[src/design/dmn_pkg.sv]
`default_nettype none
// ----------------------------------------------------------------------------
// dmn_pkg - shared types and constants of the distributed mutex node
// Command and message codes, register indexes, the job passed from the
// front end to the message sequencer, and small helper functions.
// ----------------------------------------------------------------------------
package dmn_pkg;

	localparam int NODES_DEFAULT = 8;
	localparam int MAX_NODES     = 8;   // peer masks are one byte

	localparam int CMD_W   = 3;
	localparam int ID_W    = 3;
	localparam int STAMP_W = 32;
	localparam int KIND_W  = 2;
	localparam int CFG_IDX_W  = 1;
	localparam int CFG_DATA_W = 8;

	localparam logic [CMD_W-1:0] CMD_LOCAL_REQ  = 3'd0;
	localparam logic [CMD_W-1:0] CMD_LOCAL_REL  = 3'd1;
	localparam logic [CMD_W-1:0] CMD_REMOTE_REQ = 3'd2;
	localparam logic [CMD_W-1:0] CMD_REMOTE_REP = 3'd3;
	localparam logic [CMD_W-1:0] CMD_REQ_LOST   = 3'd4;

	localparam logic [KIND_W-1:0] KIND_REQUEST = 2'd0;
	localparam logic [KIND_W-1:0] KIND_REPLY   = 2'd1;
	localparam logic [KIND_W-1:0] KIND_GRANT   = 2'd2;

	localparam logic [CFG_IDX_W-1:0] REG_NODE_ID   = 1'd0;
	localparam logic [CFG_IDX_W-1:0] REG_PEER_MASK = 1'd1;

	localparam int QUEUE_DEPTH = 2;
	localparam int QUEUE_PTR_W = $clog2(QUEUE_DEPTH);
	localparam int QUEUE_CNT_W = $clog2(QUEUE_DEPTH + 1);

	// One job = one message kind sent to every node set in the mask, in
	// ascending order, all carrying the same stamp. A grant uses bit 0.
	typedef struct packed {
		logic [KIND_W-1:0]    kind;
		logic [MAX_NODES-1:0] mask;
		logic [STAMP_W-1:0]   stamp;
	} job_t;

	function automatic logic [STAMP_W-1:0] sat_inc(input logic [STAMP_W-1:0] v);
		sat_inc = (v == '1) ? v : v + STAMP_W'(1);
	endfunction

	// Nodes 0 .. min(n,8)-1 take part in a request scan.
	function automatic logic [MAX_NODES-1:0] scan_mask(input int n);
		logic [MAX_NODES-1:0] m;
		m = '0;
		for (int i = 0; i < MAX_NODES; i++) begin
			m[i] = (i < n);
		end
		scan_mask = m;
	endfunction

	function automatic logic [ID_W-1:0] popcount3(input logic [MAX_NODES-1:0] m);
		logic [ID_W:0] c;
		c = '0;
		for (int i = 0; i < MAX_NODES; i++) begin
			c = c + (ID_W+1)'(m[i]);
		end
		popcount3 = c[ID_W-1:0];
	endfunction

	function automatic logic [ID_W-1:0] lowest_index(input logic [MAX_NODES-1:0] m);
		logic [ID_W-1:0] idx;
		idx = '0;
		for (int i = MAX_NODES - 1; i >= 0; i--) begin
			if (m[i]) begin
				idx = ID_W'(i);
			end
		end
		lowest_index = idx;
	endfunction

endpackage
`default_nettype wire

[src/design/dmn_if.sv]
`default_nettype none
// ----------------------------------------------------------------------------
// dmn_if - valid/ready channels of the distributed mutex node
// Command channel into the node and message channel out of it.
// ----------------------------------------------------------------------------
interface dmn_cmd_if;
	logic                        valid;
	logic                        ready;
	logic [dmn_pkg::CMD_W-1:0]   cmd;
	logic [dmn_pkg::ID_W-1:0]    peer;
	logic [dmn_pkg::STAMP_W-1:0] stamp;

	modport source (output valid, cmd, peer, stamp, input ready);
	modport sink   (input valid, cmd, peer, stamp, output ready);
endinterface

interface dmn_res_if;
	logic                        valid;
	logic                        ready;
	logic [dmn_pkg::KIND_W-1:0]  out_kind;
	logic [dmn_pkg::ID_W-1:0]    out_peer;
	logic [dmn_pkg::STAMP_W-1:0] out_stamp;
	logic                        last;

	modport source (output valid, out_kind, out_peer, out_stamp, last, input ready);
	modport sink   (input valid, out_kind, out_peer, out_stamp, last, output ready);
endinterface
`default_nettype wire

[src/design/dmn_front.sv]
`default_nettype none
// ----------------------------------------------------------------------------
// dmn_front - protocol front end
// Takes one command a cycle while the job queue has room, updates the Lamport clock and request state,
// and queues a message job when the command causes any messages.
// ----------------------------------------------------------------------------
module dmn_front #(
	parameter int NODES = dmn_pkg::NODES_DEFAULT
) (
	input  wire logic                          clk,
	input  wire logic                          arst_n,
	input  wire logic [dmn_pkg::ID_W-1:0]      node_id,
	input  wire logic [dmn_pkg::MAX_NODES-1:0] peer_mask,
	dmn_cmd_if.sink                            cmd_ch,
	output      logic                          push,
	output      dmn_pkg::job_t                 push_job,
	input  wire logic                          full
);

	localparam logic [dmn_pkg::MAX_NODES-1:0] SCAN_MASK = dmn_pkg::scan_mask(NODES);

	logic [dmn_pkg::STAMP_W-1:0]   clock_q, clock_d;
	logic [dmn_pkg::STAMP_W-1:0]   own_stamp_q, own_stamp_d;
	logic                          waiting_q, waiting_d;
	logic [dmn_pkg::ID_W-1:0]      outstanding_q, outstanding_d;
	logic [dmn_pkg::MAX_NODES-1:0] deferred_q, deferred_d;

	logic                          accept;
	logic [dmn_pkg::STAMP_W-1:0]   clock_inc, clock_max, clock_upd;
	logic [dmn_pkg::MAX_NODES-1:0] self_bit, peer_bit, req_mask;
	logic                          prio;

	assign cmd_ch.ready = !full;
	assign accept       = cmd_ch.valid && !full;

	assign clock_inc = dmn_pkg::sat_inc(clock_q);
	assign clock_max = (clock_q > cmd_ch.stamp) ? clock_q : cmd_ch.stamp;
	assign clock_upd = dmn_pkg::sat_inc(clock_max);
	assign self_bit  = dmn_pkg::MAX_NODES'(1) << node_id;
	assign peer_bit  = dmn_pkg::MAX_NODES'(1) << cmd_ch.peer;
	assign req_mask  = peer_mask & SCAN_MASK & ~self_bit;
	// older own stamp wins; a tie goes to the lower node id
	assign prio = (own_stamp_q != cmd_ch.stamp) ? (own_stamp_q < cmd_ch.stamp)
	                                            : (node_id < cmd_ch.peer);

	always_comb begin
		clock_d       = clock_q;
		own_stamp_d   = own_stamp_q;
		waiting_d     = waiting_q;
		outstanding_d = outstanding_q;
		deferred_d    = deferred_q;
		push          = 1'b0;
		push_job      = '0;
		if (accept) begin
			case (cmd_ch.cmd)
				dmn_pkg::CMD_LOCAL_REQ: begin
					if (!waiting_q) begin
						clock_d        = clock_inc;
						own_stamp_d    = clock_inc;
						waiting_d      = 1'b1;
						deferred_d     = '0;
						outstanding_d  = dmn_pkg::popcount3(req_mask);
						push           = 1'b1;
						push_job.stamp = clock_inc;
						if (req_mask == '0) begin
							push_job.kind = dmn_pkg::KIND_GRANT;
							push_job.mask = dmn_pkg::MAX_NODES'(1);
						end else begin
							push_job.kind = dmn_pkg::KIND_REQUEST;
							push_job.mask = req_mask;
						end
					end
				end
				dmn_pkg::CMD_LOCAL_REL: begin
					push           = (deferred_q != '0);
					push_job.kind  = dmn_pkg::KIND_REPLY;
					push_job.mask  = deferred_q;
					push_job.stamp = clock_q;
					waiting_d      = 1'b0;
					outstanding_d  = '0;
					deferred_d     = '0;
					own_stamp_d    = '0;
				end
				dmn_pkg::CMD_REMOTE_REQ: begin
					clock_d = clock_upd;
					if (waiting_q && prio && (cmd_ch.peer != node_id)) begin
						deferred_d = deferred_q | peer_bit;
					end else begin
						push           = 1'b1;
						push_job.kind  = dmn_pkg::KIND_REPLY;
						push_job.mask  = peer_bit;
						push_job.stamp = clock_upd;
					end
				end
				dmn_pkg::CMD_REMOTE_REP, dmn_pkg::CMD_REQ_LOST: begin
					if (cmd_ch.cmd == dmn_pkg::CMD_REMOTE_REP) begin
						clock_d = clock_upd;
					end
					if (outstanding_q != '0) begin
						outstanding_d = outstanding_q - dmn_pkg::ID_W'(1);
						if ((outstanding_q == dmn_pkg::ID_W'(1)) && waiting_q) begin
							push           = 1'b1;
							push_job.kind  = dmn_pkg::KIND_GRANT;
							push_job.mask  = dmn_pkg::MAX_NODES'(1);
							push_job.stamp = own_stamp_q;
						end
					end
				end
				default: begin
				end
			endcase
		end
	end

	always_ff @(posedge clk or negedge arst_n) begin
		if (!arst_n) begin
			clock_q       <= '0;
			own_stamp_q   <= '0;
			waiting_q     <= 1'b0;
			outstanding_q <= '0;
			deferred_q    <= '0;
		end else begin
			clock_q       <= clock_d;
			own_stamp_q   <= own_stamp_d;
			waiting_q     <= waiting_d;
			outstanding_q <= outstanding_d;
			deferred_q    <= deferred_d;
		end
	end

`ifndef SYNTH
	// replies are only counted while a request is open
	a_outstanding_waiting: assert property (@(posedge clk) disable iff (!arst_n)
		(outstanding_q != '0) |-> waiting_q)
		else $error("outstanding replies without an open request");
	// an empty job would make the sequencer send a stray message to node 0
	a_job_not_empty: assert property (@(posedge clk) disable iff (!arst_n)
		push |-> (push_job.mask != '0))
		else $error("empty job queued");
`endif

endmodule
`default_nettype wire

[src/design/dmn_queue.sv]
`default_nettype none
// ----------------------------------------------------------------------------
// dmn_queue - job queue between front end and sequencer
// Small first-word-fall-through queue of message jobs.
// ----------------------------------------------------------------------------
module dmn_queue (
	input  wire logic          clk,
	input  wire logic          arst_n,
	input  wire logic          push,
	input  wire dmn_pkg::job_t push_job,
	output      logic          full,
	input  wire logic          pop,
	output      logic          head_valid,
	output      dmn_pkg::job_t head_job
);

	dmn_pkg::job_t                   entry_q [dmn_pkg::QUEUE_DEPTH];
	logic [dmn_pkg::QUEUE_PTR_W-1:0] wr_ptr_q, rd_ptr_q;
	logic [dmn_pkg::QUEUE_CNT_W-1:0] count_q;
	logic                            do_push, do_pop;

	function automatic logic [dmn_pkg::QUEUE_PTR_W-1:0] next_ptr(
		input logic [dmn_pkg::QUEUE_PTR_W-1:0] p);
		next_ptr = (p == dmn_pkg::QUEUE_PTR_W'(dmn_pkg::QUEUE_DEPTH - 1))
		         ? '0 : p + dmn_pkg::QUEUE_PTR_W'(1);
	endfunction

	assign full       = (count_q == dmn_pkg::QUEUE_CNT_W'(dmn_pkg::QUEUE_DEPTH));
	assign head_valid = (count_q != '0);
	assign head_job   = entry_q[rd_ptr_q];
	assign do_push    = push && !full;
	assign do_pop     = pop && head_valid;

	always_ff @(posedge clk) begin
		if (do_push) begin
			entry_q[wr_ptr_q] <= push_job;
		end
	end

	always_ff @(posedge clk or negedge arst_n) begin
		if (!arst_n) begin
			wr_ptr_q <= '0;
			rd_ptr_q <= '0;
			count_q  <= '0;
		end else begin
			if (do_push) begin
				wr_ptr_q <= next_ptr(wr_ptr_q);
			end
			if (do_pop) begin
				rd_ptr_q <= next_ptr(rd_ptr_q);
			end
			if (do_push && !do_pop) begin
				count_q <= count_q + dmn_pkg::QUEUE_CNT_W'(1);
			end else if (do_pop && !do_push) begin
				count_q <= count_q - dmn_pkg::QUEUE_CNT_W'(1);
			end
		end
	end

`ifndef SYNTH
	a_no_push_when_full: assert property (@(posedge clk) disable iff (!arst_n)
		push |-> !full)
		else $error("job pushed into a full queue");
	a_count_bound: assert property (@(posedge clk) disable iff (!arst_n)
		count_q <= dmn_pkg::QUEUE_CNT_W'(dmn_pkg::QUEUE_DEPTH))
		else $error("queue count beyond depth");
`endif

endmodule
`default_nettype wire

[src/design/dmn_back.sv]
`default_nettype none
// ----------------------------------------------------------------------------
// dmn_back - message sequencer
// Takes one job from the queue and sends one message a cycle while res_ch is
// not stalled, lowest node first, into a registered output stage.
// ----------------------------------------------------------------------------
module dmn_back (
	input  wire logic          clk,
	input  wire logic          arst_n,
	input  wire logic          head_valid,
	input  wire dmn_pkg::job_t head_job,
	output      logic          pop,
	dmn_res_if.source          res_ch
);

	logic                          active_q;
	logic [dmn_pkg::KIND_W-1:0]    kind_q;
	logic [dmn_pkg::MAX_NODES-1:0] rem_q;
	logic [dmn_pkg::STAMP_W-1:0]   stamp_q;

	logic                          out_valid_q;
	logic [dmn_pkg::KIND_W-1:0]    out_kind_q;
	logic [dmn_pkg::ID_W-1:0]      out_peer_q;
	logic [dmn_pkg::STAMP_W-1:0]   out_stamp_q;
	logic                          out_last_q;

	logic                          advance;
	logic [dmn_pkg::MAX_NODES-1:0] low_bit, rem_next;

	assign pop      = !active_q && head_valid;
	assign advance  = !out_valid_q || res_ch.ready;
	assign low_bit  = rem_q & (~rem_q + dmn_pkg::MAX_NODES'(1));
	assign rem_next = rem_q & ~low_bit;

	assign res_ch.valid     = out_valid_q;
	assign res_ch.out_kind  = out_kind_q;
	assign res_ch.out_peer  = out_peer_q;
	assign res_ch.out_stamp = out_stamp_q;
	assign res_ch.last      = out_last_q;

	always_ff @(posedge clk) begin
		if (pop) begin
			kind_q  <= head_job.kind;
			stamp_q <= head_job.stamp;
		end
		if (advance && active_q) begin
			out_kind_q  <= kind_q;
			out_peer_q  <= dmn_pkg::lowest_index(rem_q);
			out_stamp_q <= stamp_q;
			out_last_q  <= (rem_next == '0);
		end
	end

	always_ff @(posedge clk or negedge arst_n) begin
		if (!arst_n) begin
			active_q    <= 1'b0;
			rem_q       <= '0;
			out_valid_q <= 1'b0;
		end else begin
			if (pop) begin
				active_q <= 1'b1;
				rem_q    <= head_job.mask;
			end else if (advance && active_q) begin
				rem_q    <= rem_next;
				active_q <= (rem_next != '0);
			end
			if (advance) begin
				out_valid_q <= active_q;
			end
		end
	end

`ifndef SYNTH
	// a live job always has a destination left
	a_active_has_dest: assert property (@(posedge clk) disable iff (!arst_n)
		active_q |-> (rem_q != '0))
		else $error("active job with no destination left");
`endif

endmodule
`default_nettype wire

[src/design/distributed_mutex_node.sv]
`default_nettype none
// ----------------------------------------------------------------------------
// distributed_mutex_node - one node of Ricart-Agrawala mutual exclusion
// Lamport-clocked node: front end keeps protocol state, a job queue, and a
// message sequencer that sends requests, replies and grants.
// ----------------------------------------------------------------------------
//  channel | dir | handshake    | payload
//  --------+-----+--------------+------------------------------------------
//  cmd_ch  | in  | valid/ready  | cmd, peer, stamp
//  res_ch  | out | valid/ready  | out_kind, out_peer, out_stamp, last
//  cfg     | in  | cfg_we only  | cfg_index, cfg_data (node_id, peer_mask)
//
//  A command is taken whenever the job queue has room.
//  For a command that sends messages, the sequencer first loads the job,
//  then sends one message per cycle while res_ch is not stalled; it sets the rate.
//  Commands that send nothing never reach the sequencer.
//  A stalled res_ch holds the output register; up to two jobs then wait
//  in the queue before cmd_ch.ready drops.
//  arst_n clears clock, request state, queue and output valid at once.
// ----------------------------------------------------------------------------
module distributed_mutex_node #(
	parameter int NODES = dmn_pkg::NODES_DEFAULT
) (
	input  wire logic                           clk,
	input  wire logic                           arst_n,
	input  wire logic                           cfg_we,
	input  wire logic [dmn_pkg::CFG_IDX_W-1:0]  cfg_index,
	input  wire logic [dmn_pkg::CFG_DATA_W-1:0] cfg_data,
	dmn_cmd_if.sink                             cmd_ch,
	dmn_res_if.source                           res_ch
);

	// configuration registers; the user must write them only while the node is idle, the block does not enforce it
	logic [dmn_pkg::ID_W-1:0]      node_id_q;
	logic [dmn_pkg::MAX_NODES-1:0] peer_mask_q;

	// front end to queue
	logic          push;
	dmn_pkg::job_t push_job;
	logic          full;

	// queue to sequencer
	logic          pop;
	logic          head_valid;
	dmn_pkg::job_t head_job;

	always_ff @(posedge clk or negedge arst_n) begin
		if (!arst_n) begin
			node_id_q   <= '0;
			peer_mask_q <= '0;
		end else if (cfg_we) begin
			case (cfg_index)
				dmn_pkg::REG_NODE_ID:   node_id_q   <= cfg_data[dmn_pkg::ID_W-1:0];
				dmn_pkg::REG_PEER_MASK: peer_mask_q <= cfg_data[dmn_pkg::MAX_NODES-1:0];
				default: begin
				end
			endcase
		end
	end

	// classify each command, update clock/waiting/deferred state, build job
	dmn_front #(
		.NODES (NODES)
	) u_front (
		.clk       (clk),
		.arst_n    (arst_n),
		.node_id   (node_id_q),
		.peer_mask (peer_mask_q),
		.cmd_ch    (cmd_ch),
		.push      (push),
		.push_job  (push_job),
		.full      (full)
	);

	// decouples command intake from message output
	dmn_queue u_queue (
		.clk        (clk),
		.arst_n     (arst_n),
		.push       (push),
		.push_job   (push_job),
		.full       (full),
		.pop        (pop),
		.head_valid (head_valid),
		.head_job   (head_job)
	);

	// walk the job's node mask, one message per cycle while res_ch is not stalled, last on the final one
	dmn_back u_back (
		.clk        (clk),
		.arst_n     (arst_n),
		.head_valid (head_valid),
		.head_job   (head_job),
		.pop        (pop),
		.res_ch     (res_ch)
	);

endmodule
`default_nettype wire

[src/flat_wrapper.sv]
// flat-port wrapper written by rule: the top's interface ports become plain ports
module distributed_mutex_node_flat 
#(
	parameter int NODES = dmn_pkg::NODES_DEFAULT
)
  (clk, arst_n, cfg_we, cfg_index, cfg_data, cmd_ch_valid, cmd_ch_cmd, cmd_ch_peer, cmd_ch_stamp, cmd_ch_ready, res_ch_valid, res_ch_out_kind, res_ch_out_peer, res_ch_out_stamp, res_ch_last, res_ch_ready);
  dmn_cmd_if cmd_ch_i ();
  dmn_res_if res_ch_i ();
  input  wire logic clk;
  input  wire logic arst_n;
  input  wire logic cfg_we;
  input  wire logic [dmn_pkg::CFG_IDX_W-1:0] cfg_index;
  input  wire logic [dmn_pkg::CFG_DATA_W-1:0] cfg_data;
  input wire logic [$bits(cmd_ch_i.valid)-1:0] cmd_ch_valid;
  input wire logic [$bits(cmd_ch_i.cmd)-1:0] cmd_ch_cmd;
  input wire logic [$bits(cmd_ch_i.peer)-1:0] cmd_ch_peer;
  input wire logic [$bits(cmd_ch_i.stamp)-1:0] cmd_ch_stamp;
  output wire logic [$bits(cmd_ch_i.ready)-1:0] cmd_ch_ready;
  output wire logic [$bits(res_ch_i.valid)-1:0] res_ch_valid;
  output wire logic [$bits(res_ch_i.out_kind)-1:0] res_ch_out_kind;
  output wire logic [$bits(res_ch_i.out_peer)-1:0] res_ch_out_peer;
  output wire logic [$bits(res_ch_i.out_stamp)-1:0] res_ch_out_stamp;
  output wire logic [$bits(res_ch_i.last)-1:0] res_ch_last;
  input wire logic [$bits(res_ch_i.ready)-1:0] res_ch_ready;
  assign cmd_ch_i.valid = cmd_ch_valid;
  assign cmd_ch_i.cmd = cmd_ch_cmd;
  assign cmd_ch_i.peer = cmd_ch_peer;
  assign cmd_ch_i.stamp = cmd_ch_stamp;
  assign cmd_ch_ready = cmd_ch_i.ready;
  assign res_ch_valid = res_ch_i.valid;
  assign res_ch_out_kind = res_ch_i.out_kind;
  assign res_ch_out_peer = res_ch_i.out_peer;
  assign res_ch_out_stamp = res_ch_i.out_stamp;
  assign res_ch_last = res_ch_i.last;
  assign res_ch_i.ready = res_ch_ready;
  distributed_mutex_node #(.NODES(NODES)) u_core (.clk(clk), .arst_n(arst_n), .cfg_we(cfg_we), .cfg_index(cfg_index), .cfg_data(cfg_data), .cmd_ch(cmd_ch_i), .res_ch(res_ch_i));
endmodule
[config.mk]
export PLATFORM = sky130hd
export DESIGN_NAME = distributed_mutex_node_flat
export DESIGN_NICKNAME = d
export VERILOG_FILES = /design/src/design/dmn_pkg.sv /design/src/design/dmn_if.sv /design/src/design/dmn_front.sv /design/src/design/dmn_queue.sv /design/src/design/dmn_back.sv /design/src/design/distributed_mutex_node.sv /design/src/flat_wrapper.sv
export SDC_FILE = /design/constraint.sdc
export NUM_CORES = 1
export LEC_CHECK = 0
export ABC_AREA = 1
export ABC_CLOCK_PERIOD_IN_PS = 8300
export BUFFER_PORTS_ARGS = -buffer_cell sky130_fd_sc_hd__buf_4
export CAP_MARGIN = 40
export CORE_MARGIN = 4
export CORE_UTILIZATION = 34
export CTS_BUF_LIST = sky130_fd_sc_hd__clkbuf_8 sky130_fd_sc_hd__clkbuf_16
export DETAILED_ROUTE_END_ITERATION = 6
export GPL_TIMING_DRIVEN = 0
export MAX_ROUTING_LAYER = met4
export PLACE_DENSITY = 0.5
export SLEW_MARGIN = 0
export SYNTH_ARGS = -nofsm -noshare
export SYNTH_HDL_FRONTEND = slang
export SYNTH_SLANG_ARGS = --single-unit
[constraint.sdc]
create_clock -name clk -period 8.3 [get_ports clk]
set_input_delay 0.83 -clock clk [delete_from_list [all_inputs] [get_ports clk]]
set_output_delay 0.83 -clock clk [all_outputs]
set_load 0.005 [all_outputs]
==> flow_summary.ini <==
[setup_path]
path_class = reg2reg
slowest_stage = dfrtp_1
worst_ep_required_time_ns = 8.61
critPathMaxFanout = 10
startpoint_type = register
cp_top_family = simple AND/OR/NAND/NOR gates
reg2reg_slack_ns = 2.53
crit_top_cell = nand2_1
r2r-start = u_core.u_front.clock_q[29]$_DFFE_PN0P_
end_kind = register
critPathLaunch = u_core.u_front.clock_q[29]$_DFFE_PN0P_
crit_chain = ha_1 -> nand2_1 -> nor2_1 -> nand2_1 -> nor3b_2 -> nand3_2 -> nand2_4 -> buf_6 -> buf_6 -> nand2_2 -> nand2_2 -> ha_1 -> inv_1 -> nor2_2 -> nand2_1 -> nor2_4 -> nand2_4 -> buf_6 -> nand3_2 -> nand2_1 -> a21oi_1
cp_num_buf_inv = 4
slowest_delay_ns = 0.53
crit_arrival_ns = 6.09

[clock_tree]
cts_setup_buffers = 0
root_buffer = clkbuf_16
clkTransAtPathRegs_ns = 0.07
clockBufferDepth = 3
clock_latency_ns = 0.59
cts_tree = done
htreeDepth = 1
cts_hold_buf = 0
cts_buffers = 30
cts.sinks = 257
cts_repair_resize_count = 0

[global_route]
grt_antenna_before_repair = 0
first_global_vias = 13329
grt_overflow = 0
grt_max_degree = 69
grt_pass1_wl_mm = 85.0
grt.total_usage_pct = 23.4

[route]
first_pass_iters = 5
vias = 13780
detail-route-antenna-nets = 0
routed_wl_mm = 57.2
wl_met1_mm = 25.6
via_per_inst = 5.18
wl_per_cell_um = 21.5
drt_iter0_markers = 1067
drcViolationCount = 0
wl_met3_mm = 4.02
highest_layer = met4
route.met2.wl_mm = 25.2

[final_layout]
fin_nets = 2177
area_delta_synth_final_pct = 16.3
final_common_cell = nand2_1
final_cells = 2662
final_area_um2 = 18000
drive_gt1_share_pct = 9.28
fin_util_pct = 40.3
final_cell_mix = nand2_1 (658), inv_1 (163), edfxtp_1 (156)

[floorplan]
coreArea_um2 = 44500
rows = 77
dieArea_um2 = 48900
die_w_um = 221
die_h_um = 221
initial_core_util_pct = 34.7
pin_count = 92

[synthesis]
synth_area_um2 = 15400
syn_avg_cell_area_um2 = 8.07
synth_warnings = 0
syn_inst = 1914
synthesis.nets = 2046
synth_edf_count = 156
ys_ff_latch = 257
synth_flop_cell = edfxtp_1
yosysSeqAreaShare_pct = 46.7
synth_cell_type_count = 51
ys_async_sr_fraction_pct = 39.3

[sta]
relSlewSlack_pct = 36.2
hold_viol_final = 0
rsz0062_at_grt = false
worst_slew_pin_slew_ns = 0.957
final-max-slew-violation-count = 0
fin_worst_skew_ns = 0.0135
min_period_ns = 5.77
fin_crit_sh_pct = 69.6
max_freq_ghz = 0.173
setup_tns_ns = 0
setup_violations = 0

[place]
dp.cells = 2605
placed_cell_area_um2 = 17000
dp_hpwl_mm = 45.0
place_congestion = 1.07
portBuffers = 91

[hold_path]
hold_class = in2async

[power_and_ir_drop]
leakage_nw = 7.95
vdd_drop_max_mv = 0.178
p_per_area_nw_per_um2 = 329

[status]
status = complete, no violations

[job]
maxCapViolCount = 0
worst paths after layout:
path                                                                to  cells after the start
min reg2reg                u_core.u_back.res_ch.out_stamp[3]$_DFFE_PP_                      0
max in group asynchronous        u_core.u_front.clock_q[9]$_DFFE_PN0P_                      2
min                             u_core.u_front.clock_q[25]$_DFFE_PN0P_                      1
max                            u_core.u_queue.entry_q[0][22]$_DFFE_PP_                     21
max reg2reg                    u_core.u_queue.entry_q[0][22]$_DFFE_PP_                     21
min in group clk           u_core.u_back.res_ch.out_stamp[3]$_DFFE_PP_                      0
worst register-to-register path: cells and delay by family, from the launching register on:
kind / cells / cell delay (ns)
buffers and inverters: 4 / 0.74
AND/OR/NAND/NOR: 14 / 3.01
AO/OA/AOI/OAI: 1 / 0.45
adder cells (fa/ha/maj): 2 / 0.77
flip-flops: 1 / 0.53
Yosys cell counts (9+ instances only):
library cell / n / area [um2]
nor3_1: 24 / 120
o22ai_1: 23 / 144
nor2_1: 145 / 544
o21bai_1: 20 / 150
dfrtp_1: 101 / 2530
a22oi_1: 9 / 67.6
nand2_1: 658 / 2470
nor4_1: 10 / 62.6
nand4_1: 23 / 144
xor2_1: 40 / 350
o21ai_0: 111 / 556
inv_1: 164 / 616
a21oi_1: 92 / 460
clkbuf_1: 58 / 218
edfxtp_1: 156 / 4680
ha_1: 76 / 951
nand3_1: 95 / 475
power by group:
group / internal [mW] / total [mW] / switching [mW] / leakage (nW)
clock network: 0.694 / 1.26 / 0.568 / 0.448
logic: 0.823 / 2.55 / 1.73 / 4.76
registers: 1.80 / 2.10 / 0.304 / 2.75
total: 3.31 / 5.91 / 2.60 / 7.95
metrics by stage:
| stage | setup slack, ns | power, mW | hold WS (ns) |
|---|---|---|---|
| finish | 2.53 | 5.91 | 0.131 |
| global route | 2.23 | 6.36 | 0.152 |
| CTS | 2.62 | 5.93 | 0.126 |
| detailed placement | 2.21 | 4.65 | 0.405 |
| global placement | 0.959 | 4.61 | 0.401 |
| floorplan | 3.76 | 3.66 | 0.400 |
registers in the layout, indices dropped and copies added (netlist names), 2 cells and up:
name                            cells
u_core.u_queue.entry_q             84
u_core.u_back.res_ch.out_stamp     32
u_core.u_back.stamp_q              32
u_core.u_front.clock_q             32
u_core.u_front.own_stamp_q         32
u_core.peer_mask_q                  8
u_core.u_back.rem_q                 8
u_core.u_front.deferred_q           8
u_core.node_id_q                    3
u_core.u_back.res_ch.out_peer       3
u_core.u_front.outstanding_q        3
u_core.u_back.kind_q                2
u_core.u_back.res_ch.out_kind       2
u_core.u_queue.count_q              2
routing by layer:
metal / vias up / GRT usage [%]
li1: 6669 / -
met1: 6515 / 31.5
met2: 476 / 35.4
met3: 120 / 4.56
met4: 0 / 8.15
met5: - / -
cell families after synthesis:
family,synth area share (%)
mux,0.365
fa+ha+maj,6.68
buf+inv,6.26
compound gates,11.2
xor+xnor,2.61
simple gates,26.2
flops,46.7
layout make-up:
type	count	area [um2]
tap	592	741
antenna	1	2.50
fill	4664	26600
sequential	257	7210
clock buffer	30	751
inverter	167	627
multi-input combinational	1416	7290
timing repair buffer	99	811
buffer	74	339
clock inverter	26	185
No activity file was read; power rests on OpenSTA's default activity.
